`src/hw/rtl/rpn_pkg.sv`:
```
package rpn_pkg;

    localparam int unsigned STACK_DEPTH_DEF = 64;
    localparam int unsigned WORD_WIDTH_DEF  = 32;

    // operation codes
    localparam logic [4:0] MD_PUSH_INT = 5'd0;
    localparam logic [4:0] MD_TRUE     = 5'd1;
    localparam logic [4:0] MD_FALSE    = 5'd2;
    localparam logic [4:0] MD_PRINT    = 5'd3;
    localparam logic [4:0] MD_CLEAR    = 5'd4;
    localparam logic [4:0] MD_DROP     = 5'd5;
    localparam logic [4:0] MD_DUP      = 5'd6;
    localparam logic [4:0] MD_SWAP     = 5'd7;
    localparam logic [4:0] MD_ADD      = 5'd8;
    localparam logic [4:0] MD_SUB      = 5'd9;
    localparam logic [4:0] MD_MUL      = 5'd10;
    localparam logic [4:0] MD_DIV      = 5'd11;
    localparam logic [4:0] MD_MOD      = 5'd12;
    localparam logic [4:0] MD_LT       = 5'd13;
    localparam logic [4:0] MD_LE       = 5'd14;
    localparam logic [4:0] MD_GT       = 5'd15;
    localparam logic [4:0] MD_GE       = 5'd16;
    localparam logic [4:0] MD_EQ       = 5'd17;
    localparam logic [4:0] MD_NOT      = 5'd18;

    // status codes
    localparam logic [2:0] ST_OK       = 3'd0;
    localparam logic [2:0] ST_EMPTY    = 3'd1;
    localparam logic [2:0] ST_NOT_INT  = 3'd2;
    localparam logic [2:0] ST_DIV_ZERO = 3'd3;
    localparam logic [2:0] ST_NOT_BOOL = 3'd4;
    localparam logic [2:0] ST_FULL     = 3'd5;

endpackage

```
`src/hw/rtl/rpn_stack_evaluator.sv`:
```
// Channel | Direction | Handshake                 | Payload
// in      | request   | i_in_valid / o_in_stall   | i_mode, i_literal
// out     | result    | o_out_valid / i_out_stall | o_status, o_shown_*, o_depth
//
// One request at a time. A simple operation passes from accept to result through two
// registered stack memory reads, execute and output load; swap adds a second write state.
// Multiply, divide and modulo iterate before the write-back: the shared shift/add-subtract
// unit retires one bit per cycle. A new request is taken while a result waits in the
// output register. Synchronous active-low reset empties the stack; the memory itself
// is not cleared. A stalled result holds the output register; a finished result behind
// it waits in idle and holds o_in_stall high until the register frees up.
module rpn_stack_evaluator
    import rpn_pkg::*;
#(
    parameter int unsigned STACK_DEPTH = STACK_DEPTH_DEF,
    parameter int unsigned WORD_WIDTH  = WORD_WIDTH_DEF
) (
    input  logic        i_clk,
    input  logic        i_rst_n,
    input  logic        i_in_valid,
    output logic        o_in_stall,
    input  logic [4:0]  i_mode,
    input  logic [31:0] i_literal,
    output logic        o_out_valid,
    input  logic        i_out_stall,
    output logic [2:0]  o_status,
    output logic        o_shown_valid,
    output logic [31:0] o_shown_value,
    output logic        o_shown_is_bool,
    output logic [6:0]  o_depth
);

    localparam int unsigned AW  = (STACK_DEPTH > 1) ? $clog2(STACK_DEPTH) : 1;
    localparam int unsigned SPW = $clog2(STACK_DEPTH + 1);
    localparam int unsigned CW  = $clog2(WORD_WIDTH);
    localparam int unsigned W   = WORD_WIDTH;

    typedef struct packed {
        logic         tag;
        logic [W-1:0] val;
    } t_entry;

    typedef enum logic [6:0] {
        S_IDLE  = 7'b0000001,
        S_RDA   = 7'b0000010,
        S_RDB   = 7'b0000100,
        S_EXEC  = 7'b0001000,
        S_ITER  = 7'b0010000,
        S_DONEM = 7'b0100000,
        S_WR2   = 7'b1000000
    } t_state;

    t_state           r_state, n_state;
    logic             r_out_pend, n_out_pend;
    logic [SPW-1:0]   r_sp, n_sp;
    logic [4:0]       r_mode;
    logic [63:0]      r_lit64;
    t_entry           r_mem [STACK_DEPTH];
    t_entry           r_rd;
    t_entry           r_a, r_b;
    logic [2:0]       r_status, n_status;
    logic             r_shv, n_shv;
    logic             r_shb, n_shb;
    logic [31:0]      r_shval, n_shval;
    logic [W-1:0]     r_acc, r_mq, r_md;
    logic [CW-1:0]    r_cnt;

    logic             in_acc, out_acc, slot_free, go_iter;
    logic             w_en;
    logic [AW-1:0]    w_addr, rd_addr;
    t_entry           w_data;
    logic [SPW-1:0]   sp_m1, sp_m2;
    logic [AW-1:0]    idx_top, idx_nxt, idx_sp;
    logic             sp0, sp1, full;
    logic [W-1:0]     a_val, b_val, mag_a, mag_b, res, mul_res, dq;
    logic             cmp;
    logic [W:0]       shifted, diff;

    assign in_acc     = i_in_valid && !o_in_stall;
    assign out_acc    = o_out_valid && !i_out_stall;
    // stall input while busy or while a previous result has not reached the output register
    assign o_in_stall = (r_state != S_IDLE) || r_out_pend;
    assign slot_free  = !o_out_valid || !i_out_stall;

    assign sp_m1   = r_sp - SPW'(1);
    assign sp_m2   = r_sp - SPW'(2);
    assign idx_top = sp_m1[AW-1:0];
    assign idx_nxt = sp_m2[AW-1:0];
    assign idx_sp  = r_sp[AW-1:0];
    assign sp0     = (r_sp == '0);
    assign sp1     = (r_sp == SPW'(1));
    assign full    = (r_sp == SPW'(STACK_DEPTH));

    assign a_val = r_a.val;
    assign b_val = r_b.val;
    assign mag_a = a_val[W-1] ? (W'(0) - a_val) : a_val;
    assign mag_b = b_val[W-1] ? (W'(0) - b_val) : b_val;

    assign shifted = {r_acc, r_mq[W-1]};
    assign diff    = shifted - {1'b0, r_md};

    assign rd_addr = (r_state == S_RDA) ? idx_nxt : idx_top;

    // stack memory: one write port, one registered read port
    always_ff @(posedge i_clk) begin
        if (w_en) begin
            r_mem[w_addr] <= w_data;
        end
        r_rd <= r_mem[rd_addr];
    end

    // left operand b, right operand a
    always_comb begin
        unique case (r_mode)
            MD_LT:   cmp = $signed(b_val) <  $signed(a_val);
            MD_LE:   cmp = $signed(b_val) <= $signed(a_val);
            MD_GT:   cmp = $signed(b_val) >  $signed(a_val);
            MD_GE:   cmp = $signed(b_val) >= $signed(a_val);
            default: cmp = (b_val == a_val);
        endcase
    end

    assign mul_res = r_acc;
    always_comb begin
        if (r_mode == MD_DIV) begin
            dq = (a_val[W-1] ^ b_val[W-1]) ? (W'(0) - r_mq) : r_mq;
        end else if (r_mode == MD_MOD) begin
            dq = b_val[W-1] ? (W'(0) - r_acc) : r_acc;
        end else begin
            dq = mul_res;
        end
    end

    assign res = (r_mode == MD_ADD) ? (b_val + a_val) : (b_val - a_val);

    always_comb begin
        n_state    = r_state;
        n_sp       = r_sp;
        n_status   = r_status;
        n_shv      = r_shv;
        n_shb      = r_shb;
        n_shval    = r_shval;
        n_out_pend = r_out_pend;
        w_en       = 1'b0;
        w_addr     = idx_nxt;
        w_data     = r_a;
        go_iter    = 1'b0;
        unique case (r_state)
            S_IDLE: begin
                if (in_acc) begin
                    n_state = S_RDA;
                end
            end
            S_RDA: n_state = S_RDB;
            S_RDB: n_state = S_EXEC;
            S_EXEC: begin
                n_status   = ST_OK;
                n_shv      = 1'b0;
                n_shb      = 1'b0;
                n_shval    = '0;
                n_out_pend = 1'b1;
                n_state    = S_IDLE;
                case (r_mode) inside
                    MD_PUSH_INT, MD_TRUE, MD_FALSE: begin
                        if (full) begin
                            n_status = ST_FULL;
                        end else begin
                            w_en   = 1'b1;
                            w_addr = idx_sp;
                            if (r_mode == MD_PUSH_INT) begin
                                w_data = '{tag: 1'b0, val: r_lit64[W-1:0]};
                            end else begin
                                w_data = '{tag: 1'b1, val: W'(r_mode == MD_TRUE)};
                            end
                            n_sp = r_sp + SPW'(1);
                        end
                    end
                    MD_PRINT: begin
                        if (sp0) begin
                            n_status = ST_EMPTY;
                        end else begin
                            n_shv   = 1'b1;
                            n_shb   = r_a.tag;
                            n_shval = 32'(a_val);
                        end
                    end
                    MD_CLEAR: n_sp = '0;
                    MD_DROP: begin
                        if (sp0) begin
                            n_status = ST_EMPTY;
                        end else begin
                            n_sp = sp_m1;
                        end
                    end
                    MD_DUP: begin
                        if (sp0) begin
                            n_status = ST_EMPTY;
                        end else if (full) begin
                            n_status = ST_FULL;
                        end else begin
                            w_en   = 1'b1;
                            w_addr = idx_sp;
                            n_sp   = r_sp + SPW'(1);
                        end
                    end
                    MD_SWAP: begin
                        if (sp0 || sp1) begin
                            n_status = ST_EMPTY;
                            n_sp     = '0;
                        end else begin
                            w_en       = 1'b1;
                            n_out_pend = 1'b0;
                            n_state    = S_WR2;
                        end
                    end
                    MD_NOT: begin
                        if (sp0) begin
                            n_status = ST_EMPTY;
                        end else if (!r_a.tag) begin
                            n_status = ST_NOT_BOOL;
                            n_sp     = sp_m1;
                        end else begin
                            w_en   = 1'b1;
                            w_addr = idx_top;
                            w_data = '{tag: 1'b1, val: W'(a_val == '0)};
                        end
                    end
                    [MD_ADD:MD_EQ]: begin
                        if (sp0 || sp1) begin
                            n_status = ST_EMPTY;
                            n_sp     = '0;
                        end else if (r_a.tag || r_b.tag) begin
                            n_status = ST_NOT_INT;
                            n_sp     = sp_m2;
                        end else if ((r_mode == MD_DIV || r_mode == MD_MOD)
                                     && a_val == '0) begin
                            n_status = ST_DIV_ZERO;
                            n_sp     = sp_m2;
                        end else if (r_mode == MD_MUL || r_mode == MD_DIV
                                     || r_mode == MD_MOD) begin
                            go_iter    = 1'b1;
                            n_out_pend = 1'b0;
                            n_state    = S_ITER;
                        end else if (r_mode == MD_ADD || r_mode == MD_SUB) begin
                            w_en   = 1'b1;
                            w_data = '{tag: 1'b0, val: res};
                            n_sp   = sp_m1;
                        end else begin
                            w_en   = 1'b1;
                            w_data = '{tag: 1'b1, val: W'(cmp)};
                            n_sp   = sp_m1;
                        end
                    end
                    default: ;
                endcase
            end
            S_ITER: begin
                if (r_cnt == CW'(W - 1)) begin
                    n_state = S_DONEM;
                end
            end
            S_DONEM: begin
                w_en       = 1'b1;
                w_data     = '{tag: 1'b0, val: dq};
                n_sp       = sp_m1;
                n_out_pend = 1'b1;
                n_state    = S_IDLE;
            end
            S_WR2: begin
                w_en       = 1'b1;
                w_addr     = idx_top;
                w_data     = r_b;
                n_out_pend = 1'b1;
                n_state    = S_IDLE;
            end
            default: n_state = S_IDLE;
        endcase
        // hold a finished result until the output register frees up
        if (r_out_pend && slot_free && r_state == S_IDLE) begin
            n_out_pend = 1'b0;
        end
    end

    always_ff @(posedge i_clk) begin
        if (!i_rst_n) begin
            r_state     <= S_IDLE;
            r_sp        <= '0;
            r_out_pend  <= 1'b0;
            o_out_valid <= 1'b0;
        end else begin
            r_state    <= n_state;
            r_sp       <= n_sp;
            r_out_pend <= n_out_pend;
            if (r_out_pend && slot_free && r_state == S_IDLE) begin
                o_out_valid <= 1'b1;
            end else if (out_acc) begin
                o_out_valid <= 1'b0;
            end
        end
    end

    always_ff @(posedge i_clk) begin
        r_status <= n_status;
        r_shv    <= n_shv;
        r_shb    <= n_shb;
        r_shval  <= n_shval;
        if (in_acc) begin
            r_mode  <= i_mode;
            r_lit64 <= {{32{i_literal[31]}}, i_literal};
        end
        if (r_state == S_RDA) begin
            r_a <= r_rd;
        end
        if (r_state == S_RDB) begin
            r_b <= r_rd;
        end
        if (r_out_pend && slot_free && r_state == S_IDLE) begin
            o_status        <= r_status;
            o_shown_valid   <= r_shv;
            o_shown_is_bool <= r_shb;
            o_shown_value   <= r_shval;
            o_depth         <= 7'(r_sp);
        end
    end

    // shared shift/add-subtract unit: multiply low word, or restoring divide
    always_ff @(posedge i_clk) begin
        if (go_iter) begin
            r_acc <= '0;
            r_cnt <= '0;
            if (r_mode == MD_MUL) begin
                r_mq <= a_val;
                r_md <= b_val;
            end else begin
                r_mq <= mag_b;
                r_md <= mag_a;
            end
        end else if (r_state == S_ITER) begin
            r_cnt <= r_cnt + CW'(1);
            if (r_mode == MD_MUL) begin
                if (r_mq[0]) begin
                    r_acc <= r_acc + r_md;
                end
                r_md <= r_md << 1;
                r_mq <= r_mq >> 1;
            end else if (!diff[W]) begin
                r_acc <= diff[W-1:0];
                r_mq  <= {r_mq[W-2:0], 1'b1};
            end else begin
                r_acc <= shifted[W-1:0];
                r_mq  <= {r_mq[W-2:0], 1'b0};
            end
        end
    end

    a_sp_range: assert property (@(posedge i_clk) disable iff (!i_rst_n)
        r_sp <= SPW'(STACK_DEPTH))
        else $error("stack pointer beyond depth");

    a_write_state: assert property (@(posedge i_clk) disable iff (!i_rst_n)
        w_en |-> (r_state == S_EXEC || r_state == S_WR2 || r_state == S_DONEM))
        else $error("memory write outside execute states");

    a_load_out: assert property (@(posedge i_clk) disable iff (!i_rst_n)
        (r_out_pend && slot_free && r_state == S_IDLE) |=> o_out_valid)
        else $error("pending result not loaded");

    a_accept_read: assert property (@(posedge i_clk) disable iff (!i_rst_n)
        (in_acc && !r_out_pend) |=> (r_state == S_RDA))
        else $error("accepted request did not start reading");

endmodule
```
`config.mk`:
```
export PLATFORM = sky130hd
export DESIGN_NAME = rpn_stack_evaluator
export DESIGN_NICKNAME = d
export VERILOG_FILES = /design/src/hw/rtl/rpn_pkg.sv /design/src/hw/rtl/rpn_stack_evaluator.sv
export SDC_FILE = /design/constraint.sdc
export NUM_CORES = 2
export LEC_CHECK = 0
export ABC_AREA = 1
export BUFFER_PORTS_ARGS = -buffer_cell sky130_fd_sc_hd__buf_4
export CORE_MARGIN = 5
export CORE_UTILIZATION = 55
export DETAILED_ROUTE_END_ITERATION = 8
export PLACE_DENSITY = 0.79
export SYNTH_ARGS = -nofsm -noshare
export SYNTH_HDL_FRONTEND = slang
export SYNTH_SLANG_ARGS = --single-unit
```
`constraint.sdc`:
```
create_clock -name i_clk -period 16.2 [get_ports i_clk]
set_input_delay 0.81 -clock i_clk [delete_from_list [all_inputs] [get_ports i_clk]]
set_output_delay 0.81 -clock i_clk [all_outputs]
set_load 0.05 [all_outputs]
```
After elaboration in Yosys (flattened, before gate mapping)
Memory sizes are Yosys's and may differ from the RTL's. A register that Yosys moved wholly into a read port is not among the register bits.
Cells that the tools add are included.
{"block": "classes", "n_lt_le_gt_ge": 6, "reduce_logical": 34, "n_eq_ne": 40, "n_bitwise": 3, "muxes": 152, "addsub": 12}
{"operator": "$mux W32", "count": 18}
{"operator": "$mux W33", "count": 17}
{"operator": "$mux W7", "count": 29}
{"operator": "$sub A1 B32 Y32 const A", "count": 4}
{"operator": "$pmux W33 S3", "count": 1}
{"operator": "$mux W6", "count": 12}
{"operator": "$add A32 B32 Y32", "count": 2}
{"operator": "$mux W1", "count": 50}
{"operator": "$eq A5 B4 Y1 const B", "count": 8}
{"operator": "$mux W3", "count": 12}
{"operator": "$pmux W7 S5", "count": 1}
{"operator": "$sub A33 B32 Y33", "count": 1}
{"operator": "$eq A32 B32 Y1", "count": 1}
{"operator": "$ge A32 B32 Y1", "count": 1}
{"operator": "$gt A32 B32 Y1", "count": 1}
{"operator": "$le A32 B32 Y1", "count": 1}
{"operator": "$logic_not A32 Y1", "count": 1}
{"operator": "$lt A32 B32 Y1", "count": 1}
{"operator": "$sub A32 B32 Y32", "count": 1}
{"operator": "$eq A5 B3 Y1 const B", "count": 4}
{"operator": "$mux W5", "count": 4}
{"operator": "$ne A8 B8 Y1 const B", "count": 2}
{"operator": "$eq A5 B5 Y1 const B", "count": 3}
{"operator": "$eq A7 B1 Y1 const B", "count": 2}
{"operator": "40 further kinds", "count": 70}
{"block": "word_totals", "ramBits": 2112, "n_memories": 1, "reg_bits": 301, "out_inout_bits": 46}
{"name": "r_mem", "words": 64, "word_bits": 33, "rd": 1, "rd_ports_with_merged_regs": 1, "wr": 1, "line": "rpn_stack_evaluator.sv:58", "source": "t_entry r_mem [STACK_DEPTH];"}

Longest topological paths before layout
{"block": "logic_depth", "ltp_word": 18, "mapped_depth": 22, "depth_no_buf": 22}

Worst setup path before layout
No wires, ideal clock.
{"block": "synth_path", "path_type": "register -> register", "start": "register r_sp[0]", "end": "memory r_mem[0][2] (netlist name), data pin", "required_ps": 15498, "arrival_ps": 4400, "setup_slack_ps": 11099, "path_stages_with_launch": 14, "n_path_buf": 0, "cell_sequence": "dfxtp_1 clkinv_1 ha_1 nand2_1 inv_2 nand2_4 nand2_2 nor2_2 nand3_1 inv_1 nand4_1 o21ai_0 a21oi_1 o21ai_0"}
{"element": "start: declaration", "line": "rpn_stack_evaluator.sv:55", "source": "logic [SPW-1:0] r_sp, n_sp;"}
{"element": "start signal: assignment", "line": "rpn_stack_evaluator.sv:292", "source": "r_sp <= n_sp;"}
{"element": "end: declaration", "line": "rpn_stack_evaluator.sv:58"}

Worst setup path after layout
{"block": "layout_path", "start": "register r_state[2]", "end": "register, netlist name r_rd[13]"}
{"block": "layout_via", "elab_chain_len": 2}
{"element": "start: declaration", "line": "rpn_stack_evaluator.sv:53", "source": "t_state r_state, n_state;"}
{"element": "start signal: assignment", "line": "rpn_stack_evaluator.sv:291", "source": "r_state <= n_state;"}
{"element": "$eq A7 B2 Y1", "line": "rpn_stack_evaluator.sv:102", "source": "assign rd_addr = (r_state == S_RDA) ? idx_nxt : idx_top;"}
{"element": "$mux W6", "line": "rpn_stack_evaluator.sv:102"}
Every way passes these cells.
A chain may end at the register's enable or synchronous reset.

==> impl_metrics.py <==
metrics = {
    "sta": {
        "slew_headroom_pct": 16.32,
        "slew_violations": 0,
        "whs_ps": 98.74,
        "setup_viol": 0,
        "tightest_slew_ps": 1252,
        "fin_skew_ps": 114.5,
        "final-hold-violation-count": 0,
        "fin_crit_sh_pct": 40.82,
        "final.min_clock_period_ps": 6612,
        "fmax_ghz": 0.1512,
        "final.setup.tns_ps": 0,
        "rsz0062_at_grt": "no",
    },
    "die": {
        "die_area_mm2": 0.2140,
        "die_width_um": 462.6,
        "start_util_pct": 55.17,
        "rows": 166,
        "pin_count": 87,
        "core_mm2": 0.2042,
        "die_height_um": 462.6,
    },
    "global_route": {
        "grt_pass1_vias": 80330,
        "grt_max_degree": 257,
        "antenna_found_initial": 13,
        "grt_pass1_wl_um": 520200,
        "overflow": 0,
        "grt_usage_pct": 32.37,
    },
    "critical_path": {
        "slowest_delay_ps": 810,
        "cp_data_arrival_time_ps": 7470,
        "path_cells": "inv_2 -> nand2_1 -> nor3_4 -> buf_4 -> inv_2 -> nand2_2 -> nand2_8 -> inv_8 -> buf_4 -> buf_4 -> buf_4 -> o21ai_0 -> inv_1 -> o21ai_0 -> nand3_1 -> nand3_1 -> nand3_1 -> nand3_1 -> nand2_1",
        "slowest_stage": "buf_4",
        "crit_type": "flip-flop to flip-flop",
        "required_ps": 17050,
        "cp-end-kind": "flip-flop",
        "cp-start-kind": "flip-flop",
        "crit_fanout": 145,
        "critPathBufInv": 8,
        "path_delay_family": "buffers and inverters",
    },
    "detailed_routing": {
        "ant_nets": 0,
        "drc": 6,
        "wl_met1_um": 128300,
        "route.met3.wl_um": 45840,
        "routed_wl_um": 359600,
        "detail_route.iter0.violations": 13190,
        "vias": 84750,
        "highest_layer": "met5",
        "wl_per_cell_um": 27.60,
        "wl_met2_um": 162500,
        "drtPass1Iterations": 9,
        "via_per_inst": 6.504,
    },
    "cells_and_area": {
        "area_growth_pct": 10.22,
        "nets": 10310,
        "drive_above_1_share_pct": 9.753,
    },
    "power_and_ir_drop": {
        "switching_share_pct": 25.94,
        "p_leak_uw": 0.04354,
        "ir_drop_mv": 0.1294,
        "p_int_uw": 10600,
        "pwr-share-seq_pct": 50.1,
        "power_uw": 14320,
        "p_switching_uw": 3714,
        "clock_power_share_pct": 39.2,
        "pwr-share-comb_pct": 10.7,
        "p_per_area_mw_per_mm2": 115.3,
    },
    "synthesis": {
        "synth_enable_flop_cells": 2360,
        "synthesis.instances": 10230,
        "synth-seq-cells": 2446,
        "syn-cell-area_mm2": 0.1126,
        "postSynthAreaPerCell_um2": 11.02,
        "synth-main-ff-cell": "edfxtp_1",
        "ys_types": 64,
        "netlist_top_cells_area": "edfxtp_1 63%, o211ai_1 5.4%, nand3_1 5.2%",
        "synth_top_area_share_pct": 62.91,
        "ys_seq_area_share_pct": 64.44,
        "synth_top_cell_by_area": "edfxtp_1",
        "syn_nets": 10410,
        "yosys_warnings": 0,
        "ys_async_sr_fraction_pct": 0,
    },
    "clock_network": {
        "cts_hold_buf": 0,
        "ctsResizeCount": 0,
        "htree_levels": 4,
        "cts_tree": "built",
        "root_buffer": "clkbuf_16",
        "post_cts.repair.setup_buffers": 0,
        "numCtsBuffers": 230,
        "clock-sinks": 2446,
        "max-clock-path-buffers": 3,
        "clkTransAtPathRegs_ps": 60,
        "clock_latency_ps": 920,
    },
    "run_status": {
        "violations": "DRC",
        "outcome": "complete, but fails checks",
    },
    "placement": {
        "hpwlAfterDp_um": 210700,
        "gp_congestion": 1.041,
        "io_buffers": 86,
    },
    "hold_path": {
        "min_path_type": "input pin to flip-flop",
    },
    "job": {
        "drv_cap": 0,
    },
}
## path summary, 6_finish.rpt
kind	from	to	slack, ps	cells past startpoint
min reg2reg	r_shv$_SDFFCE_PP0P_	o_shown_valid$_DFFE_PP_	420	0
max	r_state[2]$_SDFFE_PN0P_	r_rd[13]$_DFF_P_	9590	19
min	i_literal[29]	r_lit64[29]$_DFFE_PP_	100	1
max reg2reg	r_state[2]$_SDFFE_PN0P_	r_rd[13]$_DFF_P_	9590	19
## state kept, by name, indices dropped and copies added (netlist names), 5 cells and up
name           flops
r_rd              33
r_mq              32
r_sp               7
o_shown_value     32
r_shval           32
r_mode             5
r_md              32
r_lit64           32
r_mem           2112
b_val             32
mul_res           32
r_state            7
a_val             32
r_cnt              5
o_depth            7
## layout by cell type (no fill, tap or decap), drive strengths merged, types with 58 or more instances in the layout
master	n
edfxtp	2360
nand2	1242
nand3	1163
o21ai	1034
inv	881
o211ai	807
nor2	679
or2	380
clkbuf	278
a21oi	276
buf	262
o21bai	220
ha	138
clkinv	120
dfxtp	86
nor3	70
nand4	58
## per-layer routing
| layer | up-vias | global-route usage (%) |
|---|---|---|
| li1 | 36790 | - |
| met1 | 40660 | 42.46 |
| met2 | 6176 | 49.96 |
| met3 | 1124 | 7.665 |
| met5 | - | 0 |
| met4 | 4 | 18.21 |
## worst reg2reg max path, stage by stage, from the launching register on
cell and delay (ps):
dfxtp_1 320, inv_2 80, nand2_1 120, nor3_4 190, buf_4 550, inv_2 330
nand2_2 200, nand2_8 410, inv_8 750, buf_4 930, buf_4 870, buf_4 910
o21ai_0 210, inv_1 100, o21ai_0 100, nand3_1 130, nand3_1 80, nand3_1 160
nand3_1 100, nand2_1 110
## cells in the mapped netlist, drive strengths merged (9+ instances only)
library cell	instances
a21o	10
a21oi	276
a221oi	15
a31oi	38
buf	256
clkbuf	336
clkinv	11
dfxtp	86
edfxtp	2360
ha	138
inv	877
nand2	1242
nand3	1163
nand3b	18
nand4	58
nor2	679
nor3	70
nor4	12
o211ai	807
o21a	9
o21ai	1034
o21bai	220
o22ai	21
o31ai	11
or2	380
xnor2	14
xor2	52
## power by group through the flow
stage	clock network [µW]	logic, µW	registers (µW)
final	5610	1530	7180
after floorplan	0	930	7200
after detailed placement	0	1470	7290
after CTS	5630	1490	7160
after global placement	0	1430	7290
after global routing	5920	1610	7170
## logic make-up (layout without fill, tap and decap cells)
kind of cell	count (synthesis)	after routing	share of synthesized area, %
simple gates	3626	3626	14.66
compound gates	2465	2465	13.52
mux	1	1	0.008886
xor+xnor	66	66	0.5132
flops	2446	2446	64.44
buf+inv	1480	1589	5.249
other cells	0	8	0
fa+ha+maj	142	142	1.604
## through the flow
stage	area (µm²)	cells	setup WS, ps	utilization, %
after floorplan	112600	10230	11100	-
after global placement	116200	12580	9866	56.90
after detailed placement	116200	12580	9812	56.90
after CTS	124100	13020	9810	60.80
after global routing	124100	13020	9242	60.80
final	124200	13030	9588	60.81
## cell type report
cell class | count | area, µm²
fill | 15510 | 80010
antenna | 8 | 20.02
tap | 2688 | 3363
clock inverter | 161 | 1849
timing repair buffer | 262 | 2029
inverter | 888 | 3363
sequential | 2446 | 72590
multi-input combinational | 6300 | 34820
clock buffer | 278 | 6118
(Power assumes the default switching activity.)
